--- config.mk ---
export PLATFORM = sky130hd
export DESIGN_NAME = path_multi_pattern_matcher_core
export DESIGN_NICKNAME = d
export VERILOG_FILES = /design/src/sv/pmm_pkg.sv /design/src/sv/pmm_match.sv /design/src/sv/path_multi_pattern_matcher_core.sv
export SDC_FILE = /design/constraint.sdc
export NUM_CORES = 1
export LEC_CHECK = 0
export BUFFER_PORTS_ARGS = -buffer_cell sky130_fd_sc_hd__clkbuf_2
export CORE_MARGIN = 2
export CORE_UTILIZATION = 58
export CTS_BUF_LIST = sky130_fd_sc_hd__clkbuf_8
export DETAILED_ROUTE_END_ITERATION = 10
export PLACE_DENSITY = 0.77
export SKIP_CTS_REPAIR_TIMING = 1
export SLEW_MARGIN = 20
export SYNTH_ARGS = -nofsm -noshare
export SYNTH_HDL_FRONTEND = slang
export SYNTH_HIERARCHICAL = 1
export SYNTH_SLANG_ARGS = --single-unit
--- constraint.sdc ---
create_clock -name i_clk -period 2.7 [get_ports i_clk]
set_clock_uncertainty 0.05 [all_clocks]
set_input_delay 0.54 -clock i_clk [delete_from_list [all_inputs] [get_ports i_clk]]
set_output_delay 0.54 -clock i_clk [all_outputs]
set_load 0.02 [all_outputs]
--- src/sv/pmm_pkg.sv ---
`timescale 1ns / 1ps
// ============================================================================
// pmm_pkg
// Types, pattern constants and the window compare function shared by the
// path multi-pattern matcher.
// ============================================================================
package pmm_pkg;

    localparam int WIN_LEN  = 28;
    localparam int TABLE_N  = 11;
    localparam int IDX_W    = 4;
    localparam int LEN_W    = 5;
    localparam int PAT_W    = 8 * WIN_LEN;

    localparam logic [7:0] FOLD_MASK = 8'h20;
    localparam logic [7:0] DOT_CHAR  = 8'h2E;

    // Index of the only warning-class table entry
    localparam logic [IDX_W-1:0] IDX_MPR = 4'd7;

    typedef logic [WIN_LEN-1:0][7:0] t_win;
    typedef logic [PAT_W-1:0]        t_pat;

    typedef struct packed {
        logic [7:0] path_byte;
        logic       last_byte;
    } t_item;

    typedef struct packed {
        logic             amsi_hit;
        logic             automation_hit;
        logic             table_hit;
        logic [IDX_W-1:0] table_index;
        logic             table_critical;
        logic             ntdll_suffix;
    } t_result;

    // Pattern hits ending at the newest window byte
    typedef struct packed {
        logic               amsi;
        logic               automation;
        logic               ntdll;
        logic [TABLE_N-1:0] tbl;
    } t_hits;

    // Patterns: last character sits in the low byte
    localparam t_pat AMSI_PAT  = t_pat'("amsi.dll");
    localparam t_pat AUTO_PAT  = t_pat'("system.management.automation");
    localparam t_pat NTDLL_PAT = t_pat'("ntdll.dll");

    localparam logic [LEN_W-1:0] AMSI_LEN  = 5'd8;
    localparam logic [LEN_W-1:0] AUTO_LEN  = 5'd28;
    localparam logic [LEN_W-1:0] NTDLL_LEN = 5'd9;

    localparam t_pat TABLE_PAT [TABLE_N] = '{
        t_pat'("samlib.dll"),
        t_pat'("cryptdll.dll"),
        t_pat'("msasn1.dll"),
        t_pat'("winscard.dll"),
        t_pat'("rstrtmgr.dll"),
        t_pat'("fltlib.dll"),
        t_pat'("winsta.dll"),
        t_pat'("mpr.dll"),
        t_pat'("dbghelp.dll"),
        t_pat'("secur32.dll"),
        t_pat'("netapi32.dll")
    };

    localparam logic [LEN_W-1:0] TABLE_LEN [TABLE_N] = '{
        5'd10, 5'd12, 5'd10, 5'd12, 5'd12, 5'd10, 5'd10, 5'd7, 5'd11, 5'd11, 5'd12
    };

    // One bit per entry, 1 = critical; mpr.dll is the warning entry
    localparam logic [TABLE_N-1:0] TABLE_CRIT = 11'b111_0111_1111;

    // True when the window ends with the pattern; exact_dot compares dots unfolded
    function automatic logic ends_with(t_win w, t_pat pat, logic [LEN_W-1:0] len,
                                       logic exact_dot);
        logic       ok;
        logic [7:0] c;
        logic [7:0] p;
        ok = 1'b1;
        for (int j = 0; j < WIN_LEN; j++) begin
            c = w[WIN_LEN-1-j];
            p = pat[8*j +: 8];
            if (LEN_W'(j) < len) begin
                if (exact_dot && (p == DOT_CHAR)) begin
                    if (c != p) ok = 1'b0;
                end else if ((c | FOLD_MASK) != p) begin
                    ok = 1'b0;
                end
            end
        end
        return ok;
    endfunction

endpackage

--- src/sv/pmm_match.sv ---
`timescale 1ns / 1ps
// ============================================================================
// pmm_match
// Parallel comparators of the byte window against every fixed pattern.
// ============================================================================
module pmm_match
    import pmm_pkg::*;
(
    input  t_win  i_win,
    output t_hits o_hits
);

    // Compare all patterns against the window tail
    always_comb begin
        o_hits.amsi       = ends_with(i_win, AMSI_PAT, AMSI_LEN, 1'b1);
        o_hits.automation = ends_with(i_win, AUTO_PAT, AUTO_LEN, 1'b1);
        o_hits.ntdll      = ends_with(i_win, NTDLL_PAT, NTDLL_LEN, 1'b0);
        for (int k = 0; k < TABLE_N; k++) begin
            o_hits.tbl[k] = ends_with(i_win, TABLE_PAT[k], TABLE_LEN[k], 1'b0);
        end
    end

endmodule

--- src/sv/path_multi_pattern_matcher_core.sv ---
`timescale 1ns / 1ps
// ============================================================================
// path_multi_pattern_matcher_core
// Byte-stream path scanner with sticky pattern flags and a DLL name table.
// ============================================================================
// The block takes one path byte per cycle and keeps doing so without gaps as
// long as the result side is not stalled. Each byte lands in an input
// register; in the next cycle it is shifted into a 28-byte window whose tail
// is compared against all fixed patterns in parallel, and the sticky flags
// are updated. On the byte marked last the result is written to the output
// register as that byte leaves the input register, and the window and flags
// are cleared for the next path. Only a last byte waits, and only while an
// earlier result is still held in the output register.
module path_multi_pattern_matcher_core
    import pmm_pkg::*;
(
    input  logic    i_clk,
    input  logic    i_rst_n,
    input  logic    i_in_valid,
    output logic    o_in_ready,
    input  t_item   i_in_item,
    output logic    o_out_valid,
    input  logic    i_out_ready,
    output t_result o_out_item
);

    logic               r_in_valid;
    t_item              r_in;
    t_win               r_win;
    logic               r_amsi;
    logic               r_auto;
    logic [TABLE_N-1:0] r_mask;
    logic               r_out_valid;
    t_result            r_out;

    logic               w_advance;
    t_win               w_win;
    t_hits              w_hits;
    logic               n_amsi;
    logic               n_auto;
    logic [TABLE_N-1:0] n_mask;
    t_result            n_out;

    // Move the held item on unless it is a last byte facing a full output
    assign w_advance  = r_in_valid && (!r_in.last_byte || !r_out_valid || i_out_ready);
    assign o_in_ready = !r_in_valid || w_advance;

    // Shift the new byte into the newest window slot
    assign w_win = {r_in.path_byte, r_win[WIN_LEN-1:1]};

    pmm_match u_match (
        .i_win  (w_win),
        .o_hits (w_hits)
    );

    // Merge this byte's hits into the sticky flags and build the result
    always_comb begin
        n_amsi = r_amsi | w_hits.amsi;
        n_auto = r_auto | w_hits.automation;
        n_mask = r_mask | w_hits.tbl;

        n_out                = '0;
        n_out.amsi_hit       = n_amsi;
        n_out.automation_hit = n_auto;
        n_out.ntdll_suffix   = w_hits.ntdll;
        // Lowest set index wins
        for (int k = TABLE_N - 1; k >= 0; k--) begin
            if (n_mask[k]) begin
                n_out.table_hit      = 1'b1;
                n_out.table_index    = IDX_W'(k);
                n_out.table_critical = TABLE_CRIT[k];
            end
        end
    end

    // Input register
    always_ff @(posedge i_clk) begin
        if (!i_rst_n) begin
            r_in_valid <= 1'b0;
        end else if (o_in_ready) begin
            r_in_valid <= i_in_valid;
        end
    end

    always_ff @(posedge i_clk) begin
        if (o_in_ready && i_in_valid) begin
            r_in <= i_in_item;
        end
    end

    // Window and sticky flags; clear after the last byte of a path
    always_ff @(posedge i_clk) begin
        if (!i_rst_n) begin
            r_win  <= '0;
            r_amsi <= 1'b0;
            r_auto <= 1'b0;
            r_mask <= '0;
        end else if (w_advance) begin
            if (r_in.last_byte) begin
                r_win  <= '0;
                r_amsi <= 1'b0;
                r_auto <= 1'b0;
                r_mask <= '0;
            end else begin
                r_win  <= w_win;
                r_amsi <= n_amsi;
                r_auto <= n_auto;
                r_mask <= n_mask;
            end
        end
    end

    // Result register
    always_ff @(posedge i_clk) begin
        if (!i_rst_n) begin
            r_out_valid <= 1'b0;
        end else if (w_advance && r_in.last_byte) begin
            r_out_valid <= 1'b1;
        end else if (i_out_ready) begin
            r_out_valid <= 1'b0;
        end
    end

    always_ff @(posedge i_clk) begin
        if (w_advance && r_in.last_byte) begin
            r_out <= n_out;
        end
    end

    assign o_out_valid = r_out_valid;
    assign o_out_item  = r_out;

    // A byte that is not last never raises a result
    a_no_result_mid_path: assert property (@(posedge i_clk) disable iff (!i_rst_n)
        (w_advance && !r_in.last_byte && !r_out_valid) |=> !r_out_valid)
        else $error("result raised by a byte that is not last");

    // End of path leaves a clean window and clear flags
    a_clear_after_last: assert property (@(posedge i_clk) disable iff (!i_rst_n)
        (w_advance && r_in.last_byte) |=>
            (r_win == '0 && r_mask == '0 && !r_amsi && !r_auto))
        else $error("state not cleared after last byte");

    // No table hit means zero index and warning class
    a_no_hit_zero: assert property (@(posedge i_clk) disable iff (!i_rst_n)
        (o_out_valid && !o_out_item.table_hit) |->
            (o_out_item.table_index == '0 && !o_out_item.table_critical))
        else $error("table fields set without a table hit");

    // Only the mpr.dll entry reports warning class
    a_warning_is_mpr: assert property (@(posedge i_clk) disable iff (!i_rst_n)
        (o_out_valid && o_out_item.table_hit && !o_out_item.table_critical) |->
            (o_out_item.table_index == IDX_MPR))
        else $error("warning class on an entry other than mpr.dll");

endmodule
==> metrics.md, run 1 <==
| Metric | Value |
|---|---|
| Die ar. | `18480 sq um` |
| Yosys warns | `6` |
| TritonCTS Buffers | `40` |
| Placed wire-length estimate after detailed placement | `16790 um` |
| Depth of the CTS H-tree | `2` |
| Share of layout cells above drive strength 1 | `17.61%` |
| Synthesis-to-finish area growth | `16.62%` |
| Drt first-iter violations | `751` |
| Type of the tightest min-delay check | `in2reg` |
| Worst-case headroom to the max-slew limit | `38.19%` |
| Seq pwr share | `52.4%` |
| Worst-Skew Late Latency | `0.53 ns` |
| Fmax achieved | `0.3717 GHz` |
| Number of top-level pins | `24` |
| Overall fraction of global-route tracks in use | `26.82%` |
| Peak fanout along the critical path | `3` |
| Number of nets still failing antenna checks after routing | `0` |
| Final non-filler cell area | `11780 sq um` |
| Clock tree root driver cell | `sky130_fd_sc_hd__clkbuf_8` |
| Switching fraction of total power | `22.10%` |
| Cell-internal power | `5.439 mW` |
| Number of global-route vias before repair | `7429` |
| Net switching power figure | `1.543 mW` |
| First-pass GRT wire length | `39360 um` |
| Initial cell density of the core | `58.79%` |
| Combinational power share | `3.8%` |
| Syn_nets | `1007` |
| Total via count after detailed routing | `8115` |
| Total length of routed wires | `24810 um` |
| Worst path required time | `2.92 ns` |
| Final core occ | `68.56%` |
| Outcome | `complete, no violations` |
| Arrival time at the worst endpoint | `2.91 ns` |
| Length of the first detailed-routing pass in iterations | `5` |
| Maximum clock path buffer count | `3` |
| Unrepaired setup endpoints after global routing | `true` |
| Syn Std Cell Area | `10100 sq um` |
| Average instance area after synthesis | `10.16 sq um` |
| Final routed wire length divided by cell count | `18.86 um` |
| Number of sinks driven by the clock tree | `243` |
| Final setup fails | `0` |
| Final sum of negative setup slack | `0 ns` |
| Post-synthesis instance total | `994` |
| Crit path time final | `2.690 ns` |
| Total congestion overflow | `0` |
| Portion of the clock cycle consumed by the worst path in the final layout | `99.64%` |
| Clock Power Share | `43.8%` |
| Pins Over Slew Limit | `0` |
| # DRC | `0` |
| Number of vias per cell | `6.171` |
| Weighted congestion at the end of routability-driven global placement | `0.9394` |
| Total number of placement rows | `48` |
| Height of the die | `136.0 um` |
| Critical path start-end classification | `reg2reg` |
| Final hold violation count | `0` |
| Initial antenna violation count | `0` |
| CP endpoint kind | `flip-flop` |
| Placeable core region | `17180 sq um` |
| Cell area after placement | `10880 sq um` |
| Nature of the critical path startpoint | `flip-flop` |
| Total inserted antenna cells | `0` |
| Post-route insts no fill | `1315` |
| Peak supply drop | `0.0004281 V` |
| Instance count after placement with tap cells included | `1245` |
| TritonCTS clock tree | `yes` |
| Clock slew at the register clock pins of the worst setup and hold paths | `0.06 ns` |
| MaxCap Viol Count | `0` |
| Power per cell area | `592.9 nW/um^2` |
| Static leakage power | `3.889 nW` |
| Worst setup timing slack at the placement stage | `-0.06461 ns` |
| Largest net degree at the start of global routing | `104` |
| DIE WIDTH | `136.0 um` |
| Post-route setup slack | `0.009709 ns` |
| Number of input and output port buffers inserted | `23` |
| Slew of the pin with the lowest slew margin | `0.9228 ns` |
| Net total in the final layout | `1075` |
final timing paths:
kind | end | start | cells past startpoint | slack (ns)
max | o_out_item[5]$_SDFFCE_PP0P_ | r_win[167]$_SDFFE_PN0P_ | 9 | 0.01
min | r_in[3]$_DFFE_PP_ | i_in_item[3] | 1 | 0.15
max reg2reg | o_out_item[5]$_SDFFCE_PP0P_ | r_win[167]$_SDFFE_PN0P_ | 9 | 0.01
min reg2reg | r_amsi$_SDFFE_PN0P_ | r_amsi$_SDFFE_PN0P_ | 2 | 0.41
metrics by stage:
stage	hold slack, ns	power (mW)
3_3_place_gp	0.3905	3.999
2_1_floorplan	0.3793	3.916
4_1_cts	0.1299	7.052
3_5_place_dp	0.4084	3.999
5_1_grt	0.1296	7.252
6_report	0.1503	6.982
worst max-delay path, cell delays in order, from the launching register on:
cell and delay [ns]:
sky130_fd_sc_hd__dfxtp_2 0.32, sky130_fd_sc_hd__or3b_4 0.39, sky130_fd_sc_hd__or4_4 0.54, sky130_fd_sc_hd__or4_4 0.45, sky130_fd_sc_hd__nor3_4 0.22, sky130_fd_sc_hd__buf_4 0.15, sky130_fd_sc_hd__nor4_2 0.04, sky130_fd_sc_hd__and2_1 0.16
sky130_fd_sc_hd__nand2_1 0.07, sky130_fd_sc_hd__nor2_1 0.05
layout by cell type (no fill, tap or decap), types with 8 or more instances in the layout:
cell type	count
sky130_fd_sc_hd__nor4b_1	9
sky130_fd_sc_hd__a21oi_1	13
sky130_fd_sc_hd__inv_1	16
sky130_fd_sc_hd__and4b_1	8
sky130_fd_sc_hd__buf_12	12
sky130_fd_sc_hd__nand4_1	23
sky130_fd_sc_hd__edfxtp_1	18
sky130_fd_sc_hd__nand2_1	8
sky130_fd_sc_hd__a22oi_1	210
sky130_fd_sc_hd__nor3b_1	12
sky130_fd_sc_hd__nor2_1	29
sky130_fd_sc_hd__nor4bb_1	10
sky130_fd_sc_hd__or4_1	8
sky130_fd_sc_hd__nor2b_1	221
sky130_fd_sc_hd__dfxtp_1	221
sky130_fd_sc_hd__clkbuf_8	51
sky130_fd_sc_hd__nand4b_1	14
sky130_fd_sc_hd__buf_4	65
sky130_fd_sc_hd__clkbuf_2	22
sky130_fd_sc_hd__nor4_1	14
sky130_fd_sc_hd__nor3_1	10
sky130_fd_sc_hd__nand3_1	8
power by group through the flow:
stage | clock (mW) | sequential [mW] | combinational (mW)
final | 3.06 | 3.66 | 0.267
after global routing | 3.31 | 3.66 | 0.286
after CTS | 3.13 | 3.66 | 0.266
after detailed placement | 0 | 3.73 | 0.265
after global placement | 0 | 3.73 | 0.266
after floorplan | 0 | 3.73 | 0.184
final cells by class:
class                           instances  area (sq um)
Inverter                                2         7.507
Tap cell                              225         281.5
Sequential cell                       243          5050
Clock buffer                           51         701.9
Fill cell                            1380          5400
Timing Repair Buffer                   99         838.3
Clock inverter                         19         76.32
Multi-Input combinational cell        676          4821
routing by layer:
layer	routed length [um]	GRT usage (%)
met4	811	11.28
met5	0	0
met2	11320	40.52
met3	1148	5.220
met1	11530	37.65
state kept, by name (all words and copies together) (netlist names):
register and cells:
r_in_valid 1, o_out_item 9, r_in 9, o_out_valid 1
r_amsi 1, r_mask 11, r_win 210, r_auto 1
Power figures use the tool's default switching activity.
==> run 2: changes to the inputs <==
MAX_ROUTING_LAYER = met4   (was not set)
==> run 2 against run 1 <==
Net effect: routed wire length is 0.23% higher; setup slack better by 0.0039 ns; critical endpoint is now o_out_item[2]$_SDFFCE_PP0P_; non-clock buffer count is 7 lower; critical path type unchanged.
==> metrics.md, run 2 (synthesized netlist as in run 1, its figures left out) <==
| Metric | Value |
|---|---|
| Initial antenna violation count | `0 (unchanged)` |
| TritonCTS Buffers | `39 (-2.5%)` |
| Net total in the final layout | `1067 (-0.74%)` |
| Count of fill cells added during filler insertion | `1381 (+0.072%)` |
| Height of the die | `136.0 um (unchanged)` |
| TritonCTS clock tree | `yes` |
| Die ar. | `18480 sq um (unchanged)` |
| Crit path time final | `2.686 ns (-0.003902 ns)` |
| Number of sinks driven by the clock tree | `243 (unchanged)` |
| Number of vias per cell | `6.219 (+0.78%)` |
| Unrepaired setup endpoints after global routing | `true` |
| # DRC | `0 (unchanged)` |
| Worst hold slack | `0.1155 ns (-0.03480 ns)` |
| Arrival time at the worst endpoint | `2.91 ns (about the same)` |
| Area of the multi-input gates | `4828 sq um (+0.16%)` |
| Total via count after detailed routing | `8122 (+0.086%)` |
| Total congestion overflow | `0 (unchanged)` |
| Initial cell density of the core | `58.79% (unchanged)` |
| Drt first-iter violations | `801 (+6.7%)` |
| Outcome | `complete, no violations` |
| Slew of the pin with the lowest slew margin | `0.9544 ns (+0.03153 ns)` |
| Largest net degree at the start of global routing | `90 (-13%)` |
| MaxCap Viol Count | `0 (unchanged)` |
| Worst-Skew Late Latency | `0.55 ns (+0.02 ns)` |
| Power per cell area | `591.1 nW/um^2 (-0.31%)` |
| Pins Over Slew Limit | `0 (unchanged)` |
| Number of global-route vias before repair | `7605 (+2.4%)` |
| Length of the first detailed-routing pass in iterations | `6 (+1)` |
| First-pass GRT wire length | `39910 um (+1.4%)` |
| Worst path required time | `2.93 ns (about the same)` |
| Clock slew at the register clock pins of the worst setup and hold paths | `0.06 ns (about the same)` |
| Placed wire-length estimate after detailed placement | `16390 um (-2.4%)` |
| Overall fraction of global-route tracks in use | `27.78% (+0.96 points)` |
| Placeable core region | `17180 sq um (unchanged)` |
| Fmax achieved | `0.3722 GHz (+0.15%)` |
| Number of nets still failing antenna checks after routing | `0 (unchanged)` |
| Nature of the critical path startpoint | `flip-flop` |
| Number of top-level pins | `24 (unchanged)` |
| DIE WIDTH | `136.0 um (unchanged)` |
| Minimum setup slack among reg-to-reg paths | `0.01 ns (about the same)` |
| Total number of placement rows | `48 (unchanged)` |
| Sequential cell area | `5050 sq um (unchanged)` |
| Worst path top cell family by delay | `simple AND/OR/NAND/NOR gates` |
| Total inserted antenna cells | `0 (unchanged)` |
| Crit path max-delay cell type | `sky130_fd_sc_hd__or4_4` |
| Worst path max stage delay | `0.53 ns (about the same)` |
| Critical path start-end classification | `reg2reg` |
| Synthesis-to-finish area growth | `15.23%` |
| CP endpoint kind | `flip-flop` |
| Maximum clock path buffer count | `3 (unchanged)` |
| Share of layout cells above drive strength 1 | `16.65% (-0.96 points)` |
| WP buf/inv | `0 (-1)` |
| Final hold violation count | `0 (unchanged)` |
| Peak supply drop | `0.0004958 V (+16%)` |
| List of cells traversed by the critical path | `or3b_4 -> or4_4 -> or4_4 -> nor3_4 -> nor2_1 -> o311ai_1 -> a2111oi_1` |
| Type of the tightest min-delay check | `in2reg` |
| Final sum of negative setup slack | `0 ns (unchanged)` |
| Depth of the CTS H-tree | `2 (unchanged)` |
| Final setup fails | `0 (unchanged)` |
| Portion of the clock cycle consumed by the worst path in the final layout | `99.50% (-0.14 points)` |
| Worst-case headroom to the max-slew limit | `36.08% (-2.1 points)` |
| Top library cells by usage in the layout, fill and taps aside | `221 x sky130_fd_sc_hd__nor2b_1, 221 x sky130_fd_sc_hd__dfxtp_1, 210 x sky130_fd_sc_hd__a22oi_1` |
| Static leakage power | `3.827 nW (-1.6%)` |
| Worst path most repeated cell | `sky130_fd_sc_hd__or4_4` |
| Leading registers by flop count | `r_win: 210 flops, r_mask: 11 flops` |
| Most flop-heavy register | `r_win` |
| Peak fanout along the critical path | `2 (-1)` |
| Total length of routed wires | `24860 um (+0.23%)` |
| Worst setup timing slack at the placement stage | `-0.09435 ns (-0.02974 ns)` |
| Final routed wire length divided by cell count | `19.04 um (+0.92%)` |
| Max reg flops | `210 (unchanged)` |
| Number of input and output port buffers inserted | `23 (unchanged)` |
| Weighted congestion at the end of routability-driven global placement | `0.9507 (+1.2%)` |
| Clock tree root driver cell | `sky130_fd_sc_hd__clkbuf_8` |
| Post-route setup slack | `0.01361 ns (+0.003902 ns)` |
[run 2: cell type report]
type	instances	area share, %
Inverter	2	0.06452
Clock inverter	25	1.258
Multi-Input combinational cell	676	41.49
Sequential cell	243	43.40
Tap cell	225	2.419
Timing Repair Buffer	92	6.280
Clock buffer	43	5.086
[run 2: power by group]
| part | internal, mW | switching [mW] |
|---|---|---|
| sequential | 3.64 | 0.0124 |
| combinational | 0.0892 | 0.154 |
| clock | 1.57 | 1.41 |
| total | 5.30 | 1.58 |
[run 2: layer usage]
layer | global-route usage, % | wire (um) | vias to the layer above
li1 | - | - | 3857
met1 | 36.62 | 11210 | 3940
met2 | 42.34 | 11450 | 245
met3 | 4.512 | 1281 | 80
met4 | 12.27 | 922 | 0
met5 | - | 0 | -
[run 2: worst register-to-register path, delay by kind of cell, from the launching register on]
kind               cells  cell delay, ns
AOI/OAI and AO/OA      2            0.39
DFF                    1            0.33
and+or+nand+nor        5            1.65
[run 2: path summary, 6_finish.rpt]
path / depth (start not counted) / from / to
max: 7 / r_win[166]$_SDFFE_PN0P_ / o_out_item[2]$_SDFFCE_PP0P_
min: 1 / i_in_item[2] / r_in[2]$_DFFE_PP_
max reg2reg: 7 / r_win[166]$_SDFFE_PN0P_ / o_out_item[2]$_SDFFCE_PP0P_
min reg2reg: 2 / r_auto$_SDFFE_PN0P_ / r_auto$_SDFFE_PN0P_
[run 2: per-stage QoR]
step | instances | power [mW] | utilization (%) | area, sq um
after floorplan | 994 | 3.916 | - | 10100
after global placement | 1235 | 3.976 | 62.55 | 10740
after detailed placement | 1235 | 3.976 | 62.55 | 10740
after CTS | 1303 | 6.951 | 66.85 | 11480
after global routing | 1306 | 7.123 | 67.74 | 11640
final | 1306 | 6.878 | 67.74 | 11640
==> run 3: changes to the inputs <==
CELL_PAD_IN_SITES_DETAIL_PLACEMENT = 0   (was not set)
CELL_PAD_IN_SITES_GLOBAL_PLACEMENT = 1   (was not set)
CORE_UTILIZATION = 47   (was 58)
PLACE_DENSITY = 0.78   (was 0.77)
REMOVE_ABC_BUFFERS = 1   (was not set)
==> run 3 against run 2 <==
Net effect: global-route usage decreased by 4.4 points; critical path type unchanged; sequential power about the same; sequential cell count unchanged; cell count increased by 5.4%; maximum frequency decreased by 0.47%; via count decreased by 1.8%; clock-buffer cell count increased by 7; die area increased by 23%; routed wire length increased by 2.6%; final area increased by 2.4%; largest cell class unchanged; clock power increased by 4%; sequential share of layout area decreased by 1.0 points.
==> metrics.md, run 3 (synthesized netlist as in run 1, its figures left out) <==
| Metric | Value |
|---|---|
| # DRC | `0 (unchanged)` |
| Depth of the CTS H-tree | `2 (unchanged)` |
| Final core occ | `56.50% (-11 points)` |
| First-pass GRT wire length | `40850 um (+2.4%)` |
| Number of sinks driven by the clock tree | `243 (unchanged)` |
| Peak supply drop | `0.0004256 V (-14%)` |
| Number of global-route vias before repair | `7659 (+0.71%)` |
| Overall fraction of global-route tracks in use | `23.38% (-4.4 points)` |
| Leading registers by flop count | `r_win: 210 flops, r_mask: 11 flops` |
| Share of layout cells above drive strength 1 | `18.35% (+1.7 points)` |
| Total number of placement rows | `53 (+10%)` |
| Final routed wire length divided by cell count | `18.55 um (-2.6%)` |
| Type of the tightest min-delay check | `in2reg` |
| Slew of the pin with the lowest slew margin | `0.7527 ns (-0.2017 ns)` |
| Maximum clock path buffer count | `3 (unchanged)` |
| Total length of routed wires | `25520 um (+2.6%)` |
| Number of input and output port buffers inserted | `23 (unchanged)` |
| Startpoint of the most critical hold path | `i_in_item[8]` |
| Number of top-level pins | `24 (unchanged)` |
| Number of nets still failing antenna checks after routing | `0 (unchanged)` |
| TritonCTS clock tree | `yes` |
| Clock slew at the register clock pins of the worst setup and hold paths | `0.06 ns (about the same)` |
| Worst-Skew Late Latency | `0.56 ns (about the same)` |
| TritonCTS Buffers | `41 (+5.1%)` |
| Initial cell density of the core | `47.89% (-11 points)` |
| Number of vias per cell | `5.797 (-6.8%)` |
| Peak fanout along the critical path | `3 (+1)` |
| Length of the first detailed-routing pass in iterations | `7 (+1)` |
| Power per cell area | `589.6 nW/um^2 (-0.25%)` |
| Most flop-heavy register | `r_win` |
| Critical path start-end classification | `reg2reg` |
| Pwr Total | `7.025 mW (+2.1%)` |
| Outcome | `complete, no violations` |
| Fmax achieved | `0.3705 GHz (-0.47%)` |
| Static leakage power | `3.968 nW (+3.7%)` |
| Crit path time final | `2.699 ns (+0.01270 ns)` |
| Total congestion overflow | `0 (unchanged)` |
| Weighted congestion at the end of routability-driven global placement | `0.9161 (-3.6%)` |
| Source of the critical timing path | `r_win[164]$_SDFFE_PN0P_` |
| Nature of the critical path startpoint | `flip-flop` |
| Largest net degree at the start of global routing | `82 (-8.9%)` |
| Height of the die | `150.6 um (+11%)` |
| Final setup fails | `0 (unchanged)` |
| Placed wire-length estimate after detailed placement | `17270 um (+5.3%)` |
| Worst-case headroom to the max-slew limit | `49.64% (+14 points)` |
| Final hold violation count | `0 (unchanged)` |
| MaxCap Viol Count | `0 (unchanged)` |
| Unrepaired setup endpoints after global routing | `true` |
| Most common library cell in the layout ignoring fill and taps | `sky130_fd_sc_hd__dfxtp_1` |
| DIE WIDTH | `150.6 um (+11%)` |
| Total inserted antenna cells | `0 (unchanged)` |
| Die ar. | `22670 sq um (+23%)` |
| Total via count after detailed routing | `7976 (-1.8%)` |
| R2r startpoint | `r_win[164]$_SDFFE_PN0P_` |
| Placeable core region | `21090 sq um (+23%)` |
| Top library cells by usage in the layout, fill and taps aside | `222 x sky130_fd_sc_hd__dfxtp_1, 221 x sky130_fd_sc_hd__nor2b_1, 210 x sky130_fd_sc_hd__a22oi_1` |
| Portion of the clock cycle consumed by the worst path in the final layout | `99.97% (+0.47 points)` |
| Max reg flops | `210 (unchanged)` |
| CP endpoint kind | `flip-flop` |
| Arrival time at the worst endpoint | `2.95 ns (+0.04 ns)` |
| Drt first-iter violations | `518 (-35%)` |
| Net total in the final layout | `1085 (+1.7%)` |
| Pins Over Slew Limit | `0 (unchanged)` |
| Synthesis-to-finish area growth | `17.99%` |
| Initial antenna violation count | `0 (unchanged)` |
| Worst path required time | `2.95 ns (+0.02 ns)` |
| Clock tree root driver cell | `sky130_fd_sc_hd__clkbuf_8` |
-- run 3: cell types whose count changed in the layout (fill, tap and decap cells not counted), moves of 2 or more --
cell | before | now
sky130_fd_sc_hd__buf_12 | 7 | 9
sky130_fd_sc_hd__clkbuf_8 | 43 | 50
sky130_fd_sc_hd__inv_1 | 17 | 20
sky130_fd_sc_hd__clkinv_2 | 4 | 1
sky130_fd_sc_hd__buf_4 | 61 | 76
-- run 3: stage by stage --
step                      std cells  area [sq um]  setup TNS, ns  setup slack (ns)  hold slack, ns
after floorplan                 921          9747       -1072.51            -5.107          0.3793
after global placement         1304         10970        -0.1549           -0.1174          0.3905
after detailed placement       1304         10970        -0.2698           -0.1550          0.4034
after CTS                      1376         11760        -0.3463           -0.1929         0.08413
after global routing           1376         11920        -0.1499           -0.1005         0.09737
final                          1376         11920              0         0.0009088          0.1090
-- run 3: worst paths after layout --
check                                     end  slack (ns)  cells past startpoint
setup reg to reg  o_out_item[5]$_SDFFCE_PP0P_      0.0009                      9
hold reg to reg           r_auto$_SDFFE_PN0P_        0.41                      2
setup / recovery  o_out_item[5]$_SDFFCE_PP0P_      0.0009                      9
hold / removal              r_in[8]$_DFFE_PP_        0.11                      1
-- run 3: report_power, final --
part / internal (mW) / switching (mW) / leakage (nW)
Clock: 1.67 / 1.43 / 0.475
Sequential: 3.64 / 0.0121 / 2.00
Combinational: 0.0995 / 0.162 / 1.49
Total: 5.42 / 1.61 / 3.97
-- run 3: routing by layer --
| metal | up-vias | GRT usage [%] | share of wire [%] |
|---|---|---|---|
| met5 | - | - | 0 |
| met4 | 0 | 8.505 | 2.1 |
| met3 | 51 | 3.606 | 3.9 |
| met2 | 165 | 37.00 | 48 |
| met1 | 3861 | 30.46 | 46 |
| li1 | 3899 | - | - |
-- run 3: layout make-up --
| class | instances | area (sq um) |
|---|---|---|
| multi-input cells | 676 | 4858 |
| clock inverters | 22 | 96.34 |
| well taps | 275 | 344.1 |
| fillers | 1880 | 9173 |
| inverters | 2 | 7.507 |
| repair buffers | 108 | 872.1 |
| clock buffers | 50 | 688.2 |
| flip-flops and latches | 243 | 5049 |
-- run 3: worst max-delay path, cell delays in order (launching register included) --
cell                      delay [ns]
sky130_fd_sc_hd__dfxtp_2        0.32
sky130_fd_sc_hd__or3b_4         0.39
sky130_fd_sc_hd__or4_4          0.54
sky130_fd_sc_hd__or4_4          0.45
sky130_fd_sc_hd__nor3_4         0.25
sky130_fd_sc_hd__buf_4          0.16
sky130_fd_sc_hd__nor4_2         0.04
sky130_fd_sc_hd__and2_1         0.16
sky130_fd_sc_hd__nand2_1        0.07
sky130_fd_sc_hd__nor2_1         0.03
